<file path="src/rtl/tceq_pkg.sv">
package tceq_pkg;

    localparam int POST_DEPTH   = 256;
    localparam int URGENT_DEPTH = 16;
    localparam int POST_AW      = $clog2(POST_DEPTH);

    localparam logic [2:0] OP_POST       = 3'd0;
    localparam logic [2:0] OP_URGENT     = 3'd1;
    localparam logic [2:0] OP_POP        = 3'd2;
    localparam logic [2:0] OP_CLEAR      = 3'd3;
    localparam logic [2:0] OP_REMOVE_ALL = 3'd4;

    typedef struct packed {
        logic [15:0] handler;
        logic [15:0] event_code;
        logic [31:0] word_param;
        logic [63:0] ptr_param;
    } t_event;

    localparam int EVW = $bits(t_event);

    typedef struct packed {
        logic [2:0]  op;
        logic [15:0] handler;
        logic [15:0] event_code;
        logic [31:0] word_param;
        logic [63:0] ptr_param;
    } t_in_beat;

    typedef struct packed {
        logic        accepted;
        logic        found;
        logic        from_urgent;
        logic [15:0] out_handler;
        logic [15:0] out_event_code;
        logic [31:0] out_word_param;
        logic [63:0] out_ptr_param;
        logic        is_empty;
    } t_out_beat;

    typedef struct packed {
        logic        push;
        logic        shift;
        logic        clear;
        logic        flush;
        logic [15:0] tag;
    } t_cell_ctrl;

    function automatic logic [POST_AW-1:0] post_next(input logic [POST_AW-1:0] idx);
        post_next = (idx == POST_AW'(POST_DEPTH - 1)) ? '0 : idx + 1'b1;
    endfunction

endpackage

</file>
<file path="src/rtl/tceq_cell.sv">
module tceq_cell (
    input  logic                i_clk,
    input  logic                i_rst_n,
    input  tceq_pkg::t_cell_ctrl i_ctrl,
    input  tceq_pkg::t_event    i_item,
    input  logic                i_prev_valid,
    input  logic                i_next_valid,
    input  tceq_pkg::t_event    i_next_entry,
    output logic                o_valid,
    output tceq_pkg::t_event    o_entry
);

    logic             r_valid;
    tceq_pkg::t_event r_entry;

    always_ff @(posedge i_clk) begin
        if (!i_rst_n) begin
            r_valid <= 1'b0;
        end else if (i_ctrl.flush) begin
            r_valid <= 1'b0;
        end else if (i_ctrl.shift) begin
            r_valid <= i_next_valid;
            r_entry <= i_next_entry;
        end else if (i_ctrl.push && !r_valid && i_prev_valid) begin
            r_valid <= 1'b1;
            r_entry <= i_item;
        end else if (i_ctrl.clear && r_valid && r_entry.handler == i_ctrl.tag) begin
            r_entry.handler <= '0;
        end
    end

    assign o_valid = r_valid;
    assign o_entry = r_entry;

endmodule

</file>
<file path="config.mk">
export PLATFORM = sky130hd
export DESIGN_NAME = tceq_cell
export DESIGN_NICKNAME = d
export VERILOG_FILES = /design/src/rtl/tceq_pkg.sv /design/src/rtl/tceq_cell.sv
export SDC_FILE = /design/constraint.sdc
export NUM_CORES = 1
export LEC_CHECK = 0
export BUFFER_PORTS_ARGS = -buffer_cell sky130_fd_sc_hd__buf_2
export CAP_MARGIN = 25
export CORE_AREA = 5 5 155 157
export CTS_BUF_LIST = sky130_fd_sc_hd__clkbuf_4 sky130_fd_sc_hd__clkbuf_8
export DETAILED_ROUTE_END_ITERATION = 10
export DIE_AREA = 0 0 160 162
export GPL_TIMING_DRIVEN = 0
export MAX_ROUTING_LAYER = met4
export SLEW_MARGIN = 5
export SYNTH_ARGS = -nofsm -noshare
export SYNTH_HDL_FRONTEND = slang
export SYNTH_SLANG_ARGS = --single-unit
</file>
<file path="constraint.sdc">
create_clock -name i_clk -period 8.8 [get_ports i_clk]
set_clock_uncertainty 0.15 [all_clocks]
set_input_delay 1.76 -clock i_clk [delete_from_list [all_inputs] [get_ports i_clk]]
set_output_delay 1.76 -clock i_clk [all_outputs]
set_load 0.02 [all_outputs]
</file>
==> summary.txt <==
Run status
  – Outcome: complete, no violations

Global routing
  – Vias in the first global route: about 4700
  – First-pass GRT wire length: between 20 and 30 mm
  – Total GRT Usage: 14.0%
  – Initial antenna violation count: 0
  – GRT Residual Overflow: 0
  – Largest net degree at the start of global routing: 35

Power
  – Leakage: 4.04 nW
  – Peak supply drop: 0.109 mV
  – Pwr per Cell Area: 175 nW/µm²

Setup path
  – Max incr delay on CP: roughly 0.66 ns
  – CP arrival: 3.29 ns
  – Worst path top cell family by delay: compound AO/OA/AOI/OAI gates
  – CP bufs+invs: 1
  – Startpoint Class: input pin
  – CP max FO: 16
  – Crit path cell chain: buf_2, xor2_1, nor4_1, nand4_1, o22ai_2
  – Critical-path top delay cell: o22ai_2
  – Worst EP required: a little under 9 ns
  – Worst setup EP type: register
  – WS Path Type: in2reg

Finish
  – Util after Layout: 39.6%
  – Non-Filler Instances: 1034
  – Nets@finish: 1016
  – Diodes inserted: 0
  – Area Overhead vs Synth: 49.7%
  – Layout cells sized above 1: 76.2%
  – Final Instance Area: 8860 µm²

Floorplan
  – # IOs: 409
  – Die Height: approximately 160 µm
  – Starting density of the core: 26.5%
  – Placeable core area: 22400 µm²
  – Die Area: between 20000 and 30000 µm²
  – Die X-Extent: 160 µm
  – Row Count: 55

Clocking
  – Clk sink count: 129
  – Clock transition at the registers of the reported paths: ~0.070 ns
  – Hold_buf cts: 0
  – Root buf cell: clkbuf_8
  – TritonCTS clock tree: yes
  – H-tree levels: 4
  – Clk buf depth: 2
  – Clock Latency Late Sink: between 0.4 and 0.5 ns
  – Setup bufs post-CTS: 0
  – CTS buffer count: 17
  – Post-CTS resize count: 0

Yosys
  – Synth top area share: 64.9%
  – Post-Syn Area: about 5900 µm²
  – Post-synthesis xor/xnor area fraction: under 10%
  – Largest family of logic cells by synthesized area: multiplexers
  – Top post-synthesis cells by area: edfxtp_1, mux2_4, mux2_2
  – Syn_nets: approximately 600
  – Simple logic cell fraction of the synthesized area: 1.42%
  – Cell taking the most area after synthesis: edfxtp_1
  – Unique masters post-synth: 19
  – Synthesized instance count: between 300 and 400
  – #FFs+latches synth: 129
  – Yosys warns: 0
  – Register area share after synthesis: 65.3%
  – Mux share of post-synthesis cell area: about 26%
  – Compound-Gate Fraction of Synth Area: under 10%
  – Adder-Cell Fraction of Synth Area: 0%
  – Mean post-synth cell area: between 15 and 20 µm²

Run
  – Max-Cap Viols: 0

Timing
  – WHS: 0.612 ns
  – Final period utilization: 38.5%
  – Setup TNS: 0 ns
  – Final setup viols: 0
  – Hold Violations, Final: 0
  – Minimum clock period: 3.39 ns
  – F_max: 295 MHz
  – Slew HR: 43.1%
  – Final max-slew violation count: 0
  – Worst-Margin Slew: 0.854 ns
  – Unrepaired setup endpoints after global routing: false

Drt
  – Final ANT Viol Nets: 0
  – DRC: 0
  – Pre-antenna DRT Iters: 4
  – DR WL/cell: about 18 µm
  – Vias: between 4000 and 5000
  – Drt via density: 4.14
  – DR iter-0 viols: 147
  – DRT Wirelength: 18.3 mm

Placement
  – Placed Cells: between 1000 and 1500
  – Routability Congestion: 0.801
  – I/O Buffers: 407
  – HPWL Detailed: 15.0 mm
  – Placed cell areas: 8390 µm²

Worst hold path
  – HP Class: reg2reg
## logic make-up after synthesis
kind of cell / after synthesis
AOI/OAI and AO/OA: 19
xor gates and xnor gates: 16
buffers and inverters: 16
DFF: 129
muxes: 112
and+or+nand+nor: 15
## through the flow
step	setup slack [ns]	power, mW
2_1_floorplan	1.17	0.853
3_3_place_gp	-1.37	0.956
3_5_place_dp	4.96	0.958
4_1_cts	5.44	1.58
5_1_grt	5.38	1.62
6_report	5.41	1.55
## cells in the final DEF, fill, tap and decap left out
cell	count
clkinv_1	2
bufinv_16	6
clkinv_2	1
clkinv_4	2
clkbuf_8	17
xnor2_1	3
buf_6	11
buf_2	412
nand4_1	1
edfxtp_1	128
nor2_4	1
mux2_4	71
nor4_1	3
nor3_4	1
xor2_1	13
nand2_1	2
nor3_1	1
clkbuf_4	1
mux2_2	41
nand2b_1	1
inv_6	2
nor2_1	4
o22ai_2	1
a21oi_1	2
dfxtp_1	1
buf_12	3
clkinvlp_4	1
a22o_1	16
nand3_1	1
## sequential cells by signal, indices dropped and copies added (netlist names)
signal	count
o_entry	128
o_valid	1
## metal layers
layer  GRT usage (%)  up-vias  part of all wire, %
li1                -     2067                    -
met1            14.9     1973                   38
met2            25.2      228                   53
met5               -        -                    0
met3            4.57       10                  7.9
met4            3.64        0                  1.1
## synth_stat cells
cell type,number
edfxtp_1,128
mux2_4,71
mux2_2,41
a22o_1,16
xor2_1,13
buf_6,11
buf_2,5
nor2_1,5
nor4_1,3
xnor2_1,3
a21oi_1,2
nand2_1,2
dfxtp_1,1
nand2b_1,1
nand3_1,1
nand4_1,1
nor3_1,1
nor3_4,1
o22ai_1,1
## worst register-to-register path, delay by kind of cell (launching register included)
kind / cells / cell delay [ns]
AO/OA/AOI/OAI: 1 / 0.66
AND/OR/NAND/NOR: 2 / 0.60
flip-flops: 1 / 0.44
XOR/XNOR: 1 / 0.17
## path summary, 6_finish.rpt
path                                   start  slack [ns]  cells after the start            to
worst max-delay path               i_ctrl[1]        5.41                      5  o_entry[121]
worst min-delay path                 o_valid        0.61                      4       o_valid
worst max register to register  o_entry[121]        6.41                      4  o_entry[121]
worst min register to register       o_valid        0.61                      4       o_valid
## power by group
group	internal [mW]	switching [mW]	total, mW
clock	0.370	0.244	0.613
sequential	0.707	0.00594	0.713
combinational	0.124	0.102	0.226
total	1.20	0.352	1.55
## final cells by class
cell class                      instances  area (µm²)
Buffer                                 16         149
Clock buffer                           18         241
Clock inverter                         14         235
Fill cell                            2168       13500
Multi-Input combinational cell        162        1920
Sequential cell                       129        3860
Tap cell                              285         357
Timing Repair Buffer                  410        2100
Power figures use the tool's default switching activity.
