<file path="config.mk">
export PLATFORM = sky130hd
export DESIGN_NAME = tceq_ram
export DESIGN_NICKNAME = d
export VERILOG_FILES = /design/src/rtl/tceq_ram.sv
export SDC_FILE = /design/constraint.sdc
export NUM_CORES = 1
export LEC_CHECK = 0
export ABC_CLOCK_PERIOD_IN_PS = 5250
export BUFFER_PORTS_ARGS = -buffer_cell sky130_fd_sc_hd__buf_2
export CORE_UTILIZATION = 45
export CTS_CLUSTER_DIAMETER = 200
export DETAILED_ROUTE_END_ITERATION = 6
export SETUP_SLACK_MARGIN = 0.2
export SLEW_MARGIN = 25
export SYNTH_ARGS = -nofsm -noshare
export SYNTH_HDL_FRONTEND = slang
export SYNTH_SLANG_ARGS = --single-unit
</file>
<file path="constraint.sdc">
create_clock -name i_clk -period 5.25 [get_ports i_clk]
set_input_delay 1.05 -clock i_clk [delete_from_list [all_inputs] [get_ports i_clk]]
set_output_delay 1.05 -clock i_clk [all_outputs]
set_load 0.05 [all_outputs]
</file>
<file path="src/rtl/tceq_ram.sv">
module tceq_ram #(
    parameter int WIDTH = 8,
    parameter int DEPTH = 16,
    localparam int AW   = (DEPTH > 1) ? $clog2(DEPTH) : 1
) (
    input  logic             i_clk,
    input  logic             i_we,
    input  logic [AW-1:0]    i_waddr,
    input  logic [WIDTH-1:0] i_wdata,
    input  logic [AW-1:0]    i_raddr,
    output logic [WIDTH-1:0] o_rdata
);

    logic [WIDTH-1:0] r_mem [DEPTH];
    logic [WIDTH-1:0] r_rdata;

    always_ff @(posedge i_clk) begin
        if (i_we) begin
            r_mem[i_waddr] <= i_wdata;
        end
        r_rdata <= r_mem[i_raddr];
    end

    assign o_rdata = r_rdata;

endmodule

</file>
==> flow_summary.json, run 1 <==
{
  "post_drt_wl_per_cell_microns": 23.1,
  "crit_path_start": "i_raddr[0]",
  "synth_top_area_share_pct": 74.7,
  "ctsHoldBuffers": 0,
  "rows": 38,
  "die_h_microns": 109,
  "fp.dieW_microns": 109,
  "grt_pass1_wl_mm": 14.5,
  "gp_congestion": 0.738,
  "reg2reg_from": "r_mem[8][5]",
  "critPathMaxFanout": 19,
  "port-buffer-count": 25,
  "outcome": "complete, no violations",
  "drc": 0,
  "worstHoldPathType": "reg -> reg",
  "cts_buffers": 17,
  "cp.required_ps": 5540,
  "setup_viol": 0,
  "final_hold_viol_count": 0,
  "yosys_warnings": 0,
  "p_leak_nw": 2.00,
  "die_area_sq_um": 11900,
  "max_freq_mhz": 382,
  "dp_cells": 388,
  "core_area_sq_um": 11000,
  "crit_path_end_kind": "register",
  "netlist_instances": 229,
  "io_pins": 26,
  "clkTransAtPathRegs_ps": 50,
  "slew_violations": 0,
  "cts.path.max_buffers": 2,
  "worstHoldStart": "r_mem[4][0]",
  "area_delta_synth_final_pct": 16.5,
  "overflow": 0,
  "grt_pass1_vias": 2446,
  "slew_headroom_pct": 31.3,
  "finalNetCount": 285,
  "syn_avg_cell_area_sq_um": 22.5,
  "clock_sinks": 136,
  "num_antenna_cells": 0,
  "cts_root_buf": "clkbuf_16",
  "tns_ps": 0,
  "drive_above_1_share_pct": 28.2,
  "arrival_ps": 2910,
  "post-route-period-util_pct": 49.9,
  "grt_setup_unrepaired": "no",
  "utilization_pct": 54.6,
  "vias": 2315,
  "clock_skew_ps": 10.9,
  "cts_resized": 0,
  "insertion_delay_ps": 400,
  "netlist_area_sq_um": 5150,
  "vdd_drop_max_mv": 0.213,
  "start_kind": "input pin",
  "antenna_found_initial": 0,
  "instances_no_fill": 420,
  "initial_core_util_pct": 46.9,
  "ys_ff_latch": 136,
  "htreeDepth": 4,
  "tritoncts": "built",
  "yosysTopAreaCell": "edfxtp_1",
  "fillCellCount": 835,
  "dp_slack_ps": 2200,
  "avgViaCountPerCell": 5.51,
  "ys_seq_area_share_pct": 77.8,
  "synth_nets": 247,
  "synth_area_leaders": "edfxtp_1 75%, mux4_2 7.9%, mux4_1 7.1%, dfxtp_1 3.1%, a22oi_1 2.3%",
  "grt_use_total_pct": 18.4,
  "postCtsSetupBuffers": 0,
  "post_synth_num_cell_types": 19,
  "grt_max_degree": 33,
  "whs_ps": 659,
  "drv_cap": 0,
  "timing.final.ws_setup_ps": 2630,
  "dr.pass1.iters": 4,
  "routed_wl_mm": 9.71,
  "power_density_nw_per_um2": 423,
  "dr.first_iter.drc_count": 168,
  "hpwl_mm": 6.02,
  "final_antenna_net_count": 0,
  "worstMarginPinSlew_ps": 1020,
  "critical_path_class": "in -> reg",
  "finalCriticalPeriod_ps": 2620
}
-- stage by stage --
step	power, W	cell area, sq um
2_1_floorplan	0.00133	5150
3_3_place_gp	0.00137	5390
3_5_place_dp	0.00138	5400
4_1_cts	0.00255	6000
5_1_grt	0.00261	6000
6_report	0.00253	6000
-- worst max-delay path, stage by stage --
cell and delay (ps):
buf_2 510, buf_4 400, mux4_1 600, a22oi_1 260, nand2_1 80
-- flip-flops by register name (all words and copies together) (netlist names) --
| register | count |
|---|---|
| o_rdata | 8 |
| r_mem | 128 |
-- per-layer routing --
layer	GRT usage (%)	vias up	wire [microns]
met5	0	-	0
met4	9.17	0	255
met3	5.02	16	639
met2	27.0	76	4490
met1	25.5	1173	4320
li1	-	1050	-
-- synth_stat cells --
cell type and number:
a22oi_1 16, and2_1 1, and2b_1 1, buf_2 3
buf_4 1, buf_6 3, clkdlybuf4s25_2 3, dfxtp_1 8
edfxtp_1 128, mux4_1 14, mux4_2 18, nand2_1 9
nand2b_1 2, nand3_1 1, nand3b_1 2, nor2_1 13
nor2b_1 1, nor3_1 4, or3b_2 1
-- report_power, final --
group	leakage [nW]	switching [W]	internal, W
clock	0.282	0.000424	0.000758
combinational	0.492	0.0000857	0.0000441
sequential	1.22	0.00000802	0.00121
-- path summary, 6_finish.rpt --
path,end,slack [ps],depth (start not counted)
max,o_rdata[3],2630,5
min,o_rdata[0],660,3
max reg2reg,o_rdata[5],3900,3
min reg2reg,o_rdata[0],660,3
-- layout by cell type (no fill, tap or decap), drive strengths merged --
cell	Yosys	layout
a22oi	16	16
and2	1	1
and2b	1	1
buf	7	29
bufinv	0	3
clkbuf	0	20
clkinv	0	4
clkinvlp	0	4
dfxtp	8	8
edfxtp	128	128
inv	0	1
mux4	32	32
nand2	9	9
nand2b	2	2
nand3	1	1
nand3b	2	2
nor2	13	13
nor2b	1	1
nor3	4	4
or3b	1	1
-- cells by family (layout without fill, tap and decap cells) --
kind of cell / Yosys count / in the layout / share of synthesized area (%)
multiplexers: 32 / 32 / 15.0
buffers and inverters: 10 / 61 / 1.68
flip-flops: 136 / 136 / 77.8
AND/OR/NAND/NOR: 35 / 35 / 3.18
AO/OA/AOI/OAI: 16 / 16 / 2.33
-- final cells by class --
type	count	area [sq um]	area share [%]
flip-flops and latches	136	4000	66.8
multi-input cells	83	1060	17.7
clock buffers	20	447	7.45
well taps	140	175	2.92
repair buffers	29	155	2.59
clock inverters	12	153	2.55
No activity file was read; power rests on OpenSTA's default activity.
==> run 2, diff against run 1 <==
--- a/config.mk
+++ b/config.mk
@@ -5,7 +5,7 @@
 export SDC_FILE = /design/constraint.sdc
 export NUM_CORES = 1
 export LEC_CHECK = 0
-export ABC_CLOCK_PERIOD_IN_PS = 5250
+export ABC_CLOCK_PERIOD_IN_PS = 2500
 export BUFFER_PORTS_ARGS = -buffer_cell sky130_fd_sc_hd__buf_2
 export CORE_UTILIZATION = 45
 export CTS_CLUSTER_DIAMETER = 200
==> constraint.sdc (replaced) <==
create_clock -name i_clk -period 2.5 [get_ports i_clk]
set_input_delay 0.5 -clock i_clk [delete_from_list [all_inputs] [get_ports i_clk]]
set_output_delay 0.5 -clock i_clk [all_outputs]
set_load 0.05 [all_outputs]
==> flow_summary.json, run 2 (same netlist as run 1, synthesis figures left out) <==
{
  "outcome": "complete, no violations",
  "drc": 0,
  "worstHoldPathType": "in -> reg",
  "rows": 38,
  "crit_buf_inv": 2,
  "arrival_ps": 1900,
  "start_kind": "input pin",
  "top_register": "r_mem",
  "routed_wl_mm": 9.75,
  "instances_no_fill": 439,
  "power_frac_seq_pct": 46.7,
  "crit_path_end_kind": "register",
  "area_delta_synth_final_pct": 20.1,
  "hold_end": "r_mem[5][3]",
  "rr_endpoint": "o_rdata[1]",
  "final_common_cell": "edfxtp_1",
  "holdPathStages": 1,
  "crit_family": "buffers and inverters",
  "clkTransAtPathRegs_ps": 60,
  "io_pins": 26,
  "gp_congestion": 0.723,
  "finalCriticalPeriod_ps": 1620,
  "core_area_sq_um": 11000,
  "vias": 2438,
  "p_int_w": 0.00441,
  "antenna_found_initial": 0,
  "fillCellCount": 812,
  "grt_pass1_wl_mm": 15.2,
  "finalNetCount": 304,
  "slew_headroom_pct": 58.9,
  "ctsHoldBuffers": 0,
  "num_antenna_cells": 0,
  "power_frac_clock_pct": 48.1,
  "worst_r2r_path_depth": 3,
  "initial_core_util_pct": 46.9,
  "die_h_microns": 109,
  "avgViaCountPerCell": 5.55,
  "clock_skew_ps": 8.05,
  "cts_resized": 0,
  "worstHoldStart": "i_wdata[3]",
  "insertion_delay_ps": 410,
  "cp_slowest_cell": "buf_4",
  "crit_chain": "buf_2, buf_4, mux4_1, a22oi_1, nand2_1",
  "grt_max_degree": 33,
  "cp_slowest_stage_delay_ps": 340,
  "cts_root_buf": "clkbuf_16",
  "cp.required_ps": 2790,
  "grt_pass1_vias": 2593,
  "largest_reg_flops": 128,
  "sw_frac_of_total_pct": 19.7,
  "tns_ps": 0,
  "critical_path_class": "in -> reg",
  "grt_setup_unrepaired": "no",
  "p_sw_w": 0.00108,
  "reg2reg_slack_ps": 1080,
  "post_drt_wl_per_cell_microns": 22.2,
  "drive_above_1_share_pct": 31.8,
  "dr.first_iter.drc_count": 129,
  "layout_common_cells": "128 x edfxtp_1, 25 x buf_2, 22 x buf_4",
  "combPwrFrac_pct": 5.2,
  "slew_violations": 0,
  "vdd_drop_max_mv": 0.469,
  "postCtsSetupBuffers": 0,
  "die_area_sq_um": 11900,
  "setup_viol": 0,
  "critPathMaxFanout": 15,
  "final_hold_viol_count": 0,
  "dp_cells": 407,
  "htreeDepth": 4,
  "max_freq_mhz": 619,
  "place_area_sq_um": 5550,
  "utilization_pct": 56.3,
  "drv_cap": 0,
  "total_power_w": 0.00549,
  "post-route-period-util_pct": 64.6,
  "reg2reg_from": "r_mem[0][1]",
  "worstMarginPinSlew_ps": 615,
  "final_antenna_net_count": 0,
  "port-buffer-count": 25,
  "dr.pass1.iters": 4,
  "tritoncts": "built",
  "hpwl_mm": 6.19,
  "stdcell_area_sq_um": 6180,
  "fp.dieW_microns": 109,
  "p_leak_nw": 2.12,
  "cts_buffers": 17,
  "clock_sinks": 136,
  "overflow": 0,
  "power_density_nw_per_um2": 889,
  "grt_use_total_pct": 19.0,
  "cts.path.max_buffers": 2
}
## run 2: worst max path at each step
stage,startpoint,endpoint,cells past startpoint
finish,i_raddr[1],o_rdata[5],5
global route,i_raddr[0],o_rdata[1],5
CTS,i_raddr[1],o_rdata[5],5
detailed placement,i_raddr[1],o_rdata[5],5
global placement,i_raddr[1],o_rdata[5],5
floorplan,i_waddr[2],r_mem[0][0],2
## run 2: routing by layer
layer / wire length (microns) / vias up / share of wire [%] / global-route usage [%]
met2: 4660 / 70 / 48 / 29.6
li1: - / 1088 / - / -
met1: 4470 / 1270 / 46 / 25.9
met4: 115 / 0 / 1.2 / 7.14
met5: 0 / - / 0 / 0
met3: 509 / 10 / 5.2 / 4.96
## run 2: area by class of cell
cell class | instances | area (sq um) | share of cell area (%)
Clock buffer | 18 | 429 | 6.94
Clock inverter | 14 | 204 | 3.30
Multi-Input combinational cell | 83 | 1060 | 17.1
Sequential cell | 136 | 4000 | 64.8
Tap cell | 140 | 175 | 2.83
Timing Repair Buffer | 48 | 310 | 5.02
## run 2: power groups by stage
stage / Clock (W) / Combinational [W] / Sequential, W
floorplan: 0 / 0.000129 / 0.00266
global placement: 0 / 0.000287 / 0.00261
detailed placement: 0 / 0.000289 / 0.00261
CTS: 0.00267 / 0.000291 / 0.00256
global route: 0.00278 / 0.000311 / 0.00257
finish: 0.00264 / 0.000287 / 0.00256
## run 2: through the flow
step / hold slack, ps / setup slack [ps]
6_report: 484 / 884
5_1_grt: 486 / 823
4_1_cts: 477 / 869
3_5_place_dp: 658 / 441
3_3_place_gp: 647 / 438
2_1_floorplan: 599 / 507
==> run 3, diff against run 2 <==
--- a/config.mk
+++ b/config.mk
@@ -5,7 +5,7 @@
 export SDC_FILE = /design/constraint.sdc
 export NUM_CORES = 1
 export LEC_CHECK = 0
-export ABC_CLOCK_PERIOD_IN_PS = 2500
+export ABC_CLOCK_PERIOD_IN_PS = 1300
 export BUFFER_PORTS_ARGS = -buffer_cell sky130_fd_sc_hd__buf_2
 export CORE_UTILIZATION = 45
 export CTS_CLUSTER_DIAMETER = 200
==> constraint.sdc (replaced) <==
create_clock -name i_clk -period 1.3 [get_ports i_clk]
set_input_delay 0.26 -clock i_clk [delete_from_list [all_inputs] [get_ports i_clk]]
set_output_delay 0.26 -clock i_clk [all_outputs]
set_load 0.05 [all_outputs]
==> flow_summary.json, run 3 (same netlist as run 1, synthesis figures left out) <==
{
  "outcome": "complete, no violations",
  "die_h_microns": 109,
  "routed_wl_mm": 9.77,
  "critPathMaxFanout": 1,
  "arrival_ps": 1560,
  "p_sw_w": 0.00215,
  "slew_violations": 0,
  "place_area_sq_um": 5910,
  "start_kind": "register",
  "vdd_drop_max_mv": 0.785,
  "power_frac_seq_pct": 49.0,
  "max_freq_mhz": 783,
  "drv_cap": 0,
  "critical_path_class": "reg -> reg",
  "power_density_nw_per_um2": 1530,
  "avgViaCountPerCell": 5.35,
  "cts_root_buf": "clkbuf_16",
  "crit_family": "multiplexers",
  "setup_viol": 0,
  "io_pins": 26,
  "cp_slowest_stage_delay_ps": 490,
  "clock_sinks": 136,
  "power_frac_clock_pct": 43.7,
  "post-route-period-util_pct": 98.3,
  "rows": 38,
  "drc": 0,
  "finalCriticalPeriod_ps": 1280,
  "htreeDepth": 4,
  "vias": 2439,
  "grt_setup_unrepaired": "yes",
  "stdcell_area_sq_um": 6610,
  "grt_max_degree": 18,
  "crit_cells": 3,
  "combPwrFrac_pct": 7.3,
  "cp.required_ps": 1580,
  "die_area_sq_um": 11900,
  "post_drt_wl_per_cell_microns": 21.4,
  "clock_skew_ps": 8.69,
  "area_delta_synth_final_pct": 28.5,
  "cp_slowest_cell": "mux4_2",
  "p_leak_nw": 2.20,
  "insertion_delay_ps": 410,
  "initial_core_util_pct": 46.9,
  "p_int_w": 0.00797,
  "gp_congestion": 0.756,
  "dr.pass1.iters": 4,
  "sw_frac_of_total_pct": 21.2,
  "worstMarginPinSlew_ps": 927,
  "final_antenna_net_count": 0,
  "fp.dieW_microns": 109,
  "postCtsSetupBuffers": 0,
  "cts.path.max_buffers": 2,
  "crit_path_end_kind": "register",
  "dr.first_iter.drc_count": 164,
  "final_common_cell": "edfxtp_1",
  "slew_headroom_pct": 38.0,
  "hpwl_mm": 6.73,
  "crit_chain": "mux4_2, a22oi_2, nand2_1",
  "holdPathStages": 1,
  "worstHoldPathType": "in -> reg",
  "clkTransAtPathRegs_ps": 60,
  "cts_buffers": 17,
  "largest_reg_flops": 128,
  "whs_ps": 229,
  "grt_pass1_wl_mm": 14.7,
  "drive_above_1_share_pct": 50.6,
  "tns_ps": 0,
  "core_area_sq_um": 11000,
  "final_hold_viol_count": 0,
  "grt_pass1_vias": 2519,
  "antenna_found_initial": 0,
  "grt_use_total_pct": 18.5,
  "overflow": 0,
  "crit_buf_inv": 0,
  "finalNetCount": 321,
  "num_antenna_cells": 0,
  "port-buffer-count": 25,
  "layout_common_cells": "128 x edfxtp_1, 31 x mux4_2, 24 x buf_4",
  "worst_r2r_path_depth": 3,
  "tritoncts": "built",
  "top_register": "r_mem"
}
run 3: changes by cell type in the layout (fill, tap and decap cells not counted), sizes merged:
cell | before | now
clkbuf | 18 | 21
clkinvlp | 2 | 5
buf | 48 | 65
clkinv | 6 | 4
bufinv | 5 | 1
run 3: cell type report:
cell class | count | area [sq um]
clock buffers | 21 | 460
clock inverters | 11 | 100
flip-flops and latches | 136 | 4010
repair buffers | 65 | 706
well taps | 140 | 175
fillers | 762 | 4370
multi-input cells | 83 | 1160
run 3: power by group through the flow:
stage / registers (W) / clock network (W) / logic, W
global route: 0.00496 / 0.00468 / 0.000787
floorplan: 0.00512 / 0 / 0.000288
finish: 0.00496 / 0.00443 / 0.000738
CTS: 0.00495 / 0.00449 / 0.000734
detailed placement: 0.00503 / 0 / 0.000668
global placement: 0.00503 / 0 / 0.000662
run 3: per-stage QoR:
step                std cells  utilization [%]  worst slack, ps  power, W
floorplan                 229                -            -63.0   0.00541
global placement          424             53.8             -406   0.00569
detailed placement        424             53.8             -402   0.00570
CTS                       456             59.9             16.8    0.0102
global route              456             60.2            -5.50    0.0104
finish                    456             60.2             22.1    0.0101
run 3: worst paths after layout:
check               startpoint           to  slack [ps]
setup / recovery  r_mem[11][3]   o_rdata[3]          20
hold / removal      i_wdata[1]  r_mem[7][1]         230
setup reg to reg  r_mem[11][3]   o_rdata[3]          20
hold reg to reg    r_mem[4][0]   o_rdata[0]         680
run 3: worst reg2reg max path, cell delays in order (launching register included):
cell      delay, ps
edfxtp_1        370
mux4_2          490
a22oi_2         220
nand2_1          80
run 3: routing by layer:
| layer | routed length (microns) | GRT usage [%] | up-vias |
|---|---|---|---|
| met4 | 145 | 7.53 | 0 |
| li1 | - | - | 1108 |
| met2 | 4690 | 28.3 | 53 |
| met5 | 0 | 0 | - |
| met1 | 4590 | 25.0 | 1266 |
| met3 | 343 | 5.26 | 12 |
run 3: what timing repair did:
action	CTS	global route
hold buffers	0	0
setup endpoints to repair	16	19
endpoints found under the hold margin	0	0
gates resized for setup	35	8
pin swaps	3	3
